`src/hdl/rcfcd_pkg.sv`:
```
// Package for the RC frame channel decoder: buffer geometry, frame constants
// and the scaling constants used by the decoder's pulse scaling unit.
// No dependencies.
package rcfcd_pkg;

    localparam int BUF_BYTES = 64;
    localparam int ADDR_W    = $clog2(BUF_BYTES);
    localparam int CH_COUNT  = 16;
    localparam int MAX_LEN   = BUF_BYTES - 2;
    localparam int LEN_W     = 6;
    localparam int RAW_BITS  = 11;
    localparam int ACC_W     = RAW_BITS + 7;
    localparam int NBITS_W   = 5;
    localparam int FIRST_CH_BYTE = 3;
    localparam int TYPE_BYTE     = 2;

    localparam logic [7:0] SYNC_RESET = 8'd200;
    localparam logic [7:0] TYPE_RC    = 8'h16;

    localparam int RAW_MIN  = 172;
    localparam int RAW_MAX  = 1811;
    localparam int US_BASE  = 1000;
    localparam int DIVISOR  = RAW_MAX - RAW_MIN;
    localparam int RCP_SHIFT = 32;
    localparam logic [21:0] RECIP = 22'((64'd1 << RCP_SHIFT) / DIVISOR);

    localparam int MUL_W  = 22;
    localparam int PROD_W = 2 * MUL_W;
    localparam int MAG_W  = 21;

endpackage

```
`src/hdl/rc_frame_channel_decoder.sv`:
```
// RC frame channel decoder top level: sync/length framing, byte buffer and
// the channel unpack sequencer. Depends on rcfcd_pkg, rcfcd_buf, rcfcd_scale.
//
// Each received byte is taken in one cycle while the decoder is idle. The byte
// that completes a frame of type 0x16 starts the unpack sequence and holds off
// further bytes (o_stall high) until all 16 channel items are delivered. Each
// channel takes one or two buffer reads plus a pass through the shared
// multiplier of the scaling unit and one output state. The 22 channel bytes,
// the type check and the 16 channels hold the input after a completed frame;
// stalls on the output lengthen the hold. Other frame types hold the input
// only for the type check. The buffer read port and the single multiplier
// set the length of the hold. The sync byte r_sync resets to 200 and is written
// through the configuration port, which is always ready.
module rc_frame_channel_decoder import rcfcd_pkg::*; (
    input  logic        i_clk,
    input  logic        i_rst_n,
    input  logic        i_valid,
    output logic        o_stall,
    input  logic [7:0]  i_rx_data,
    output logic        o_valid,
    input  logic        i_stall,
    output logic [3:0]  o_channel_index,
    output logic [10:0] o_raw_value,
    output logic [11:0] o_pulse_us,
    output logic        o_last_channel,
    input  logic        i_cfg_valid,
    output logic        o_cfg_ready,
    input  logic [7:0]  i_cfg_data
);

    typedef enum logic [7:0] {
        S_IDLE     = 8'b0000_0001,
        S_TYPE_RD  = 8'b0000_0010,
        S_TYPE_CHK = 8'b0000_0100,
        S_RD       = 8'b0000_1000,
        S_ACC      = 8'b0001_0000,
        S_GO       = 8'b0010_0000,
        S_WAIT     = 8'b0100_0000,
        S_OUT      = 8'b1000_0000
    } t_state;

    t_state              r_state, n_state;
    logic [7:0]          r_sync;
    logic [ADDR_W-1:0]   r_pos;
    logic [LEN_W-1:0]    r_len;
    logic [ADDR_W-1:0]   r_rdpos;
    logic [ACC_W-1:0]    r_acc;
    logic [NBITS_W-1:0]  r_nbits;
    logic [3:0]          r_ch;

    logic                accept;
    logic                wr_en;
    logic [ADDR_W:0]     pos_inc;
    logic                frame_end;
    logic [ADDR_W-1:0]   rd_addr;
    logic [7:0]          rd_data;
    logic [NBITS_W-1:0]  nbits_add, nbits_sub;
    logic                last;
    logic                sc_done;
    logic [11:0]         sc_pulse;

    assign accept    = i_valid && !o_stall;
    assign pos_inc   = (ADDR_W+1)'(r_pos) + (ADDR_W+1)'(1);
    assign frame_end = ((LEN_W+1)'(pos_inc) >= (LEN_W+1)'(r_len) + (LEN_W+1)'(2));
    assign wr_en     = accept && ((r_pos != '0) || (i_rx_data == r_sync));
    assign rd_addr   = (r_state == S_TYPE_RD) ? ADDR_W'(TYPE_BYTE) : r_rdpos;
    assign nbits_add = r_nbits + NBITS_W'(8);
    assign nbits_sub = r_nbits - NBITS_W'(RAW_BITS);
    assign last      = (r_ch == 4'(CH_COUNT - 1));

    rcfcd_buf u_buf (
        .i_clk     (i_clk),
        .i_rst_n   (i_rst_n),
        .i_wr_en   (wr_en),
        .i_wr_addr (r_pos),
        .i_wr_data (i_rx_data),
        .i_rd_addr (rd_addr),
        .o_rd_data (rd_data)
    );

    rcfcd_scale u_scale (
        .i_clk   (i_clk),
        .i_rst_n (i_rst_n),
        .i_start (r_state == S_GO),
        .i_raw   (r_acc[RAW_BITS-1:0]),
        .o_done  (sc_done),
        .o_pulse (sc_pulse)
    );

    always_comb begin
        n_state = r_state;
        case (r_state)
            S_IDLE: begin
                if (accept && (r_pos > ADDR_W'(1)) && frame_end) n_state = S_TYPE_RD;
            end
            S_TYPE_RD:  n_state = S_TYPE_CHK;
            S_TYPE_CHK: n_state = (rd_data == TYPE_RC) ? S_RD : S_IDLE;
            S_RD:       n_state = S_ACC;
            S_ACC:      n_state = (nbits_add >= NBITS_W'(RAW_BITS)) ? S_GO : S_RD;
            S_GO:       n_state = S_WAIT;
            S_WAIT:     if (sc_done) n_state = S_OUT;
            S_OUT: begin
                if (!i_stall) begin
                    if (last) begin
                        n_state = S_IDLE;
                    end else if (nbits_sub >= NBITS_W'(RAW_BITS)) begin
                        n_state = S_GO;
                    end else begin
                        n_state = S_RD;
                    end
                end
            end
            default: n_state = S_IDLE;
        endcase
    end

    always_ff @(posedge i_clk) begin
        if (!i_rst_n) begin
            r_state <= S_IDLE;
            r_sync  <= SYNC_RESET;
            r_pos   <= '0;
            r_len   <= '0;
            r_ch    <= '0;
        end else begin
            r_state <= n_state;
            if (i_cfg_valid) begin
                r_sync <= i_cfg_data;
            end
            if (accept) begin
                if (r_pos == '0) begin
                    if (i_rx_data == r_sync) r_pos <= ADDR_W'(1);
                end else if (r_pos == ADDR_W'(1)) begin
                    r_len <= i_rx_data[LEN_W-1:0];
                    if ((i_rx_data == 8'd0) || (i_rx_data > 8'(MAX_LEN))) begin
                        r_pos <= '0;
                    end else begin
                        r_pos <= ADDR_W'(2);
                    end
                end else if (frame_end) begin
                    r_pos <= '0;
                end else begin
                    r_pos <= pos_inc[ADDR_W-1:0];
                end
            end
            if (r_state == S_TYPE_CHK) begin
                r_ch <= '0;
            end else if ((r_state == S_OUT) && !i_stall) begin
                r_ch <= r_ch + 4'd1;
            end
        end
    end

    always_ff @(posedge i_clk) begin
        case (r_state)
            S_TYPE_CHK: begin
                r_rdpos <= ADDR_W'(FIRST_CH_BYTE);
                r_acc   <= '0;
                r_nbits <= '0;
            end
            S_ACC: begin
                r_acc   <= r_acc | (ACC_W'(rd_data) << r_nbits);
                r_nbits <= nbits_add;
                r_rdpos <= r_rdpos + ADDR_W'(1);
            end
            S_OUT: begin
                if (!i_stall) begin
                    r_acc   <= r_acc >> RAW_BITS;
                    r_nbits <= nbits_sub;
                end
            end
            default: ;
        endcase
    end

    assign o_stall         = (r_state != S_IDLE);
    assign o_valid         = (r_state == S_OUT);
    assign o_channel_index = r_ch;
    assign o_raw_value     = r_acc[RAW_BITS-1:0];
    assign o_pulse_us      = sc_pulse;
    assign o_last_channel  = last;
    assign o_cfg_ready     = 1'b1;

endmodule

```
`src/hdl/rcfcd_buf.sv`:
```
// Frame byte buffer: one write port, one registered read port.
// Per-entry valid bits cleared at reset make unwritten entries read as zero.
// Depends on rcfcd_pkg.
module rcfcd_buf import rcfcd_pkg::*; (
    input  logic              i_clk,
    input  logic              i_rst_n,
    input  logic              i_wr_en,
    input  logic [ADDR_W-1:0] i_wr_addr,
    input  logic [7:0]        i_wr_data,
    input  logic [ADDR_W-1:0] i_rd_addr,
    output logic [7:0]        o_rd_data
);

    logic [7:0]           r_mem [BUF_BYTES];
    logic [BUF_BYTES-1:0] r_valid;
    logic [7:0]           r_rd_data;
    logic                 r_rd_vld;

    always_ff @(posedge i_clk) begin
        if (i_wr_en) begin
            r_mem[i_wr_addr] <= i_wr_data;
        end
        r_rd_data <= r_mem[i_rd_addr];
    end

    always_ff @(posedge i_clk) begin
        if (!i_rst_n) begin
            r_valid  <= '0;
            r_rd_vld <= 1'b0;
        end else begin
            if (i_wr_en) begin
                r_valid[i_wr_addr] <= 1'b1;
            end
            r_rd_vld <= r_valid[i_rd_addr];
        end
    end

    assign o_rd_data = r_rd_vld ? r_rd_data : 8'd0;

endmodule

```
`src/hdl/rcfcd_scale.sv`:
```
// Pulse width scaling unit: one shared multiplier stepped through magnitude,
// reciprocal and correction products to form (raw-172)*1000/1639+1000.
// Depends on rcfcd_pkg.
module rcfcd_scale import rcfcd_pkg::*; (
    input  logic                i_clk,
    input  logic                i_rst_n,
    input  logic                i_start,
    input  logic [RAW_BITS-1:0] i_raw,
    output logic                o_done,
    output logic [11:0]         o_pulse
);

    typedef enum logic [3:0] {
        SC_IDLE = 4'b0001,
        SC_MAG  = 4'b0010,
        SC_RCP  = 4'b0100,
        SC_FIX  = 4'b1000
    } t_sc_state;

    t_sc_state           r_state, n_state;
    logic                r_neg;
    logic [RAW_BITS-1:0] r_mag;
    logic [MAG_W-1:0]    r_m;
    logic [RAW_BITS-1:0] r_q;
    logic [11:0]         r_pulse;
    logic                r_done;

    logic [MUL_W-1:0]    mul_a, mul_b;
    logic [PROD_W-1:0]   prod;
    logic [MAG_W-1:0]    rem;
    logic [RAW_BITS-1:0] q_fix;

    always_comb begin
        case (r_state)
            SC_MAG: begin
                mul_a = MUL_W'(r_mag);
                mul_b = MUL_W'(US_BASE);
            end
            SC_RCP: begin
                mul_a = MUL_W'(r_m);
                mul_b = RECIP;
            end
            SC_FIX: begin
                mul_a = MUL_W'(r_q);
                mul_b = MUL_W'(DIVISOR);
            end
            default: begin
                mul_a = '0;
                mul_b = '0;
            end
        endcase
    end

    assign prod  = PROD_W'(mul_a) * PROD_W'(mul_b);
    assign rem   = r_m - prod[MAG_W-1:0];
    assign q_fix = r_q + RAW_BITS'(rem >= MAG_W'(DIVISOR));

    always_comb begin
        n_state = r_state;
        case (r_state)
            SC_IDLE: if (i_start) n_state = SC_MAG;
            SC_MAG:  n_state = SC_RCP;
            SC_RCP:  n_state = SC_FIX;
            SC_FIX:  n_state = SC_IDLE;
            default: n_state = SC_IDLE;
        endcase
    end

    always_ff @(posedge i_clk) begin
        if (!i_rst_n) begin
            r_state <= SC_IDLE;
            r_done  <= 1'b0;
        end else begin
            r_state <= n_state;
            r_done  <= (r_state == SC_FIX);
        end
    end

    always_ff @(posedge i_clk) begin
        case (r_state)
            SC_IDLE: begin
                if (i_start) begin
                    r_neg <= (i_raw < RAW_BITS'(RAW_MIN));
                    r_mag <= (i_raw < RAW_BITS'(RAW_MIN)) ? RAW_BITS'(RAW_MIN) - i_raw
                                                          : i_raw - RAW_BITS'(RAW_MIN);
                end
            end
            SC_MAG: r_m <= prod[MAG_W-1:0];
            SC_RCP: r_q <= prod[RCP_SHIFT +: RAW_BITS];
            SC_FIX: r_pulse <= r_neg ? 12'(US_BASE) - 12'(q_fix) : 12'(US_BASE) + 12'(q_fix);
            default: ;
        endcase
    end

    assign o_done  = r_done;
    assign o_pulse = r_pulse;

endmodule
```
`config.mk`:
```
export PLATFORM = sky130hd
export DESIGN_NAME = rc_frame_channel_decoder
export DESIGN_NICKNAME = d
export VERILOG_FILES = /design/src/hdl/rcfcd_pkg.sv /design/src/hdl/rc_frame_channel_decoder.sv /design/src/hdl/rcfcd_buf.sv /design/src/hdl/rcfcd_scale.sv
export SDC_FILE = /design/constraint.sdc
export NUM_CORES = 2
export LEC_CHECK = 0
export BUFFER_PORTS_ARGS = -buffer_cell sky130_fd_sc_hd__buf_4
export CAP_MARGIN = 20
export CELL_PAD_IN_SITES_DETAIL_PLACEMENT = 1
export CELL_PAD_IN_SITES_GLOBAL_PLACEMENT = 1
export CORE_UTILIZATION = 46
export CTS_BUF_LIST = sky130_fd_sc_hd__clkbuf_8
export CTS_CLUSTER_SIZE = 24
export DETAILED_ROUTE_END_ITERATION = 8
export HOLD_SLACK_MARGIN = 0.15
export PLACE_DENSITY_LB_ADDON = 0.1
export SYNTH_ARGS = -nofsm -noshare
export SYNTH_HDL_FRONTEND = slang
export SYNTH_SLANG_ARGS = --single-unit
```
`constraint.sdc`:
```
create_clock -name i_clk -period 12.1 [get_ports i_clk]
set_clock_uncertainty 0.05 [all_clocks]
set_input_delay 0.605 -clock i_clk [delete_from_list [all_inputs] [get_ports i_clk]]
set_output_delay 0.605 -clock i_clk [all_outputs]
set_load 0.01 [all_outputs]
```
==> flow_summary.rst <==
.. list-table::
   :header-rows: 1

   * - Metric
     - Value
   * - Result of the run
     - completed
   * - Remaining global-route overflow
     - 0
   * - Peak fanout along the critical path
     - 26
   * - Max transition margin
     - 0.241
   * - Area overhead of the layout relative to synthesis
     - 10.3%
   * - Most repeated cell in the gate-level netlist after synthesis
     - sky130_fd_sc_hd__edfxtp_1
   * - Post-CTS clock slew at the launch and capture registers of the worst setup and hold paths
     - 0.07 ns
   * - Worst skew pair latency
     - 0.76 ns
   * - Count of flip-flops with a built-in enable after synthesis
     - about 600
   * - Sequential cell area fraction in the yosys report
     - 0.492
   * - Max-cap violation count
     - 0
   * - Number of remaining DRC errors
     - 0
   * - Antenna Nets Post-Route
     - 0
   * - Clock tree from TritonCTS
     - built
   * - Final hold slack
     - between 0.2 and 0.25 ns
   * - Final setup fails
     - 0
   * - FF/Latch Area
     - between 20000 and 25000 µm²
   * - Global-route wire length before repair
     - 177000 µm
   * - RSZ-0062 raised after global routing
     - false
   * - Cell at the root of the clock tree
     - sky130_fd_sc_hd__clkbuf_8
   * - Synthesis Warnings
     - 0
   * - Leading cell types by total area after synthesis
     - sky130_fd_sc_hd__edfxtp_1, sky130_fd_sc_hd__fa_1, sky130_fd_sc_hd__ha_1
   * - Post-CTS repair timing setup buffer count
     - 0
   * - Cell type contributing the most total cell area after synthesis
     - sky130_fd_sc_hd__edfxtp_1
   * - Top routing layer used
     - met4
   * - Starting density of the core
     - 0.468
   * - Area of the multi-input gates
     - between 15000 and 20000 µm²
   * - Ratio of cells with drive above 1 in the final layout
     - 0.0706
   * - Iteration count of the initial detailed-routing pass
     - 5
   * - Endpoint type of the worst setup path
     - flop
   * - Total length of routed met3 wires
     - 3620 µm
   * - Worst Hold Launch
     - i_valid
   * - CP required
     - around 13 ns
   * - Most numerous cell on the critical path
     - sky130_fd_sc_hd__inv_1
   * - Min Tclk post-route
     - roughly 11 ns
   * - Post-Place Cell Area
     - 42500 µm²
   * - Slowest-stage cell, CP
     - sky130_fd_sc_hd__fa_1
   * - Most frequent cells after synthesis
     - sky130_fd_sc_hd__edfxtp_1, sky130_fd_sc_hd__nand2_1, sky130_fd_sc_hd__inv_1
   * - Net count, final
     - about 4300
   * - TritonCTS buffer count
     - approximately 120
   * - Type of the worst setup path
     - reg -> reg
   * - Max Buffers Root-to-Sink
     - 3
   * - Sort of element at the start of the critical path
     - flop
   * - Synth Register Bits
     - around 710
   * - Worst slack after detailed placement
     - roughly 0.9 ns
   * - HPWL after detailed placement
     - about 77000 µm
   * - Final worst slack
     - between 0.8 and 0.9 ns
   * - Final instance count without filler cells
     - between 4000 and 5000
   * - Full die area
     - roughly 90000 µm²
   * - Total standard cell area after synthesis
     - around 41000 µm²
   * - Worst EP arrival
     - 11.65 ns
   * - Pwr per Cell Area
     - approximately 130 nW/µm²
   * - Number of port buffers
     - 50
   * - Leakage power
     - ~19 nW
   * - Tightest Pin Transition
     - roughly 1.1 ns
   * - Worst reg2reg startpoint
     - u_scale.r_state[3]
   * - Vertical die dimension
     - 300 µm
   * - Number of global-route vias before repair
     - around 31000
   * - Number of antenna violations at the first check in global routing
     - 4
   * - Peak supply drop
     - ~130 µV
   * - Total clock sinks
     - slightly above 700
   * - Most used flip-flop cell after synthesis
     - sky130_fd_sc_hd__edfxtp_1
   * - Syn_area_per_cell
     - 11.3 µm²
   * - Largest stage delay on the critical path
     - about 0.54 ns
   * - Setup_tns
     - 0 ns
   * - Total non-filler cell area in the finished layout
     - between 40000 and 50000 µm²
   * - Worst min-delay path category
     - in -> reg
   * - Share of async-settable or async-resettable flops after synthesis
     - 0
   * - Die width
     - 300 µm
   * - DP Cell Count
     - approximately 4800
   * - Number of unique standard cell types used by synthesis
     - around 80
   * - Cell count after synthesis
     - about 3600
   * - Total detailed-routing wirelength
     - ~110000 µm
   * - Routed len/inst
     - 22.4 µm
   * - Global Route Usage Sum
     - 0.254
   * - Final cycle utilization of the critical path
     - 0.930
   * - Routed via count divided by cell count
     - around 5.6
   * - Count of filler cells inserted in the layout
     - between 9000 and 10000
   * - Post-synth top area share
     - 0.438
   * - Maximum level of the CTS H-tree
     - 3
   * - Final weighted congestion in routability-driven placement
     - 0.901
   * - CP Launch Point
     - u_scale.r_state[3]
   * - Maximum number of pins on one net before global-route repair
     - about 170
   * - Placement row count
     - around 110
   * - Vias after detailed routing
     - ~28000
   * - Count of pins over their slew limit
     - 0
   * - Met1 wire length
     - roughly 48000 µm
   * - 1st-iter DRT viols
     - approximately 1600
   * - Detail Route met2 WL
     - around 57000 µm
   * - Placeable core region
     - 87400 µm²
   * - Number of hold violations in the final report
     - 0
   * - F_max
     - around 90 MHz
   * - I/O pin total
     - between 50 and 60
-- through the flow --
stage | power [mW] | util
after floorplan | 3.49 | -
after global placement | 3.74 | 0.486
after detailed placement | 3.78 | 0.486
after CTS | 5.94 | 0.516
after global routing | 6.18 | 0.516
final | 5.89 | 0.516
-- logic make-up after synthesis --
| kind of cell | after synthesis | share of synthesized area |
|---|---|---|
| AO/OA/AOI/OAI | 608 | 0.0989 |
| XOR/XNOR | 88 | 0.0192 |
| adder cells (fa/ha/maj) | 503 | 0.205 |
| buffers and inverters | 577 | 0.0549 |
| flip-flops | 707 | 0.492 |
| multiplexers | 34 | 0.00850 |
| other | 2 | 0.000184 |
| AND/OR/NAND/NOR | 1112 | 0.122 |
-- sequential cells by signal, summed over array words and instances, names as in the netlist, 4 cells and up --
register	cells
o_channel_index	4
u_buf.r_rd_data	8
r_nbits	5
u_scale.r_m	21
u_scale.r_mag	11
u_scale.r_q	11
u_buf.r_valid	64
r_pos	6
u_scale.o_pulse	12
r_rdpos	6
r_sync	8
u_scale.r_state	4
r_len	6
u_buf.r_mem	512
r_state	8
r_acc	18
-- metal layers --
| metal | up-vias | track usage |
|---|---|---|
| li1 | 12900 | - |
| met4 | 0 | 0.0844 |
| met1 | 14400 | 0.328 |
| met3 | 188 | 0.0267 |
| met2 | 537 | 0.446 |
| met5 | - | 0 |
-- area by class of cell --
| cell class | count | share of cell area |
|---|---|---|
| multi-input combinational | 2426 | 0.419 |
| inverter | 396 | 0.0330 |
| clock inverter | 87 | 0.0124 |
| timing repair buffer | 89 | 0.0162 |
| tap | 1155 | 0.0320 |
| sequential | 707 | 0.446 |
| clock buffer | 135 | 0.0412 |
| antenna | 2 | 0.000111 |
-- worst max-delay path: cells and delay by family, from the launching register on --
kind,cells,cell delay (ns)
buf+inv,10,0.90
xor+xnor,4,0.85
compound gates,10,1.86
flops,1,0.47
fa+ha+maj,12,5.21
simple gates,9,1.62
-- report_power, final --
part	internal [mW]	leakage (nW)	switching, mW	total [mW]
Clock	1.14	1.39	1.01	2.15
Sequential	2.65	6.27	0.00306	2.65
Combinational	0.456	11.0	0.633	1.09
-- worst paths after layout --
path / endpoint / slack (ns) / cells past startpoint
max: u_scale.o_pulse[8] / 0.85 / 45
min: r_pos[2] / 0.24 / 4
max reg2reg: u_scale.o_pulse[8] / 0.85 / 45
min reg2reg: u_buf.r_valid[5] / 0.42 / 1
-- timing repair --
item                      CTS  global route
hold buffers               20             0
resized for setup           0             0
hold endpoints to repair   11             0
-- cells in the final DEF (no fill, tap or decap), types with 33 or more instances in the layout --
cell type and n:
sky130_fd_sc_hd__fa_1 277, sky130_fd_sc_hd__nand3_1 190, sky130_fd_sc_hd__edfxtp_1 597, sky130_fd_sc_hd__nor2_1 298, sky130_fd_sc_hd__a31oi_1 41, sky130_fd_sc_hd__o22ai_1 67
sky130_fd_sc_hd__o21ai_0 105, sky130_fd_sc_hd__dfxtp_1 110, sky130_fd_sc_hd__a21oi_1 107, sky130_fd_sc_hd__o211ai_1 74, sky130_fd_sc_hd__inv_1 437, sky130_fd_sc_hd__a211oi_1 33
sky130_fd_sc_hd__xnor2_1 62, sky130_fd_sc_hd__clkbuf_8 135, sky130_fd_sc_hd__buf_4 68, sky130_fd_sc_hd__ha_1 224, sky130_fd_sc_hd__and3_1 49, sky130_fd_sc_hd__conb_1 81
sky130_fd_sc_hd__o221ai_1 75, sky130_fd_sc_hd__a21o_1 35, sky130_fd_sc_hd__nand2_1 428
Note: power is estimated with default switching activity, not from simulation.
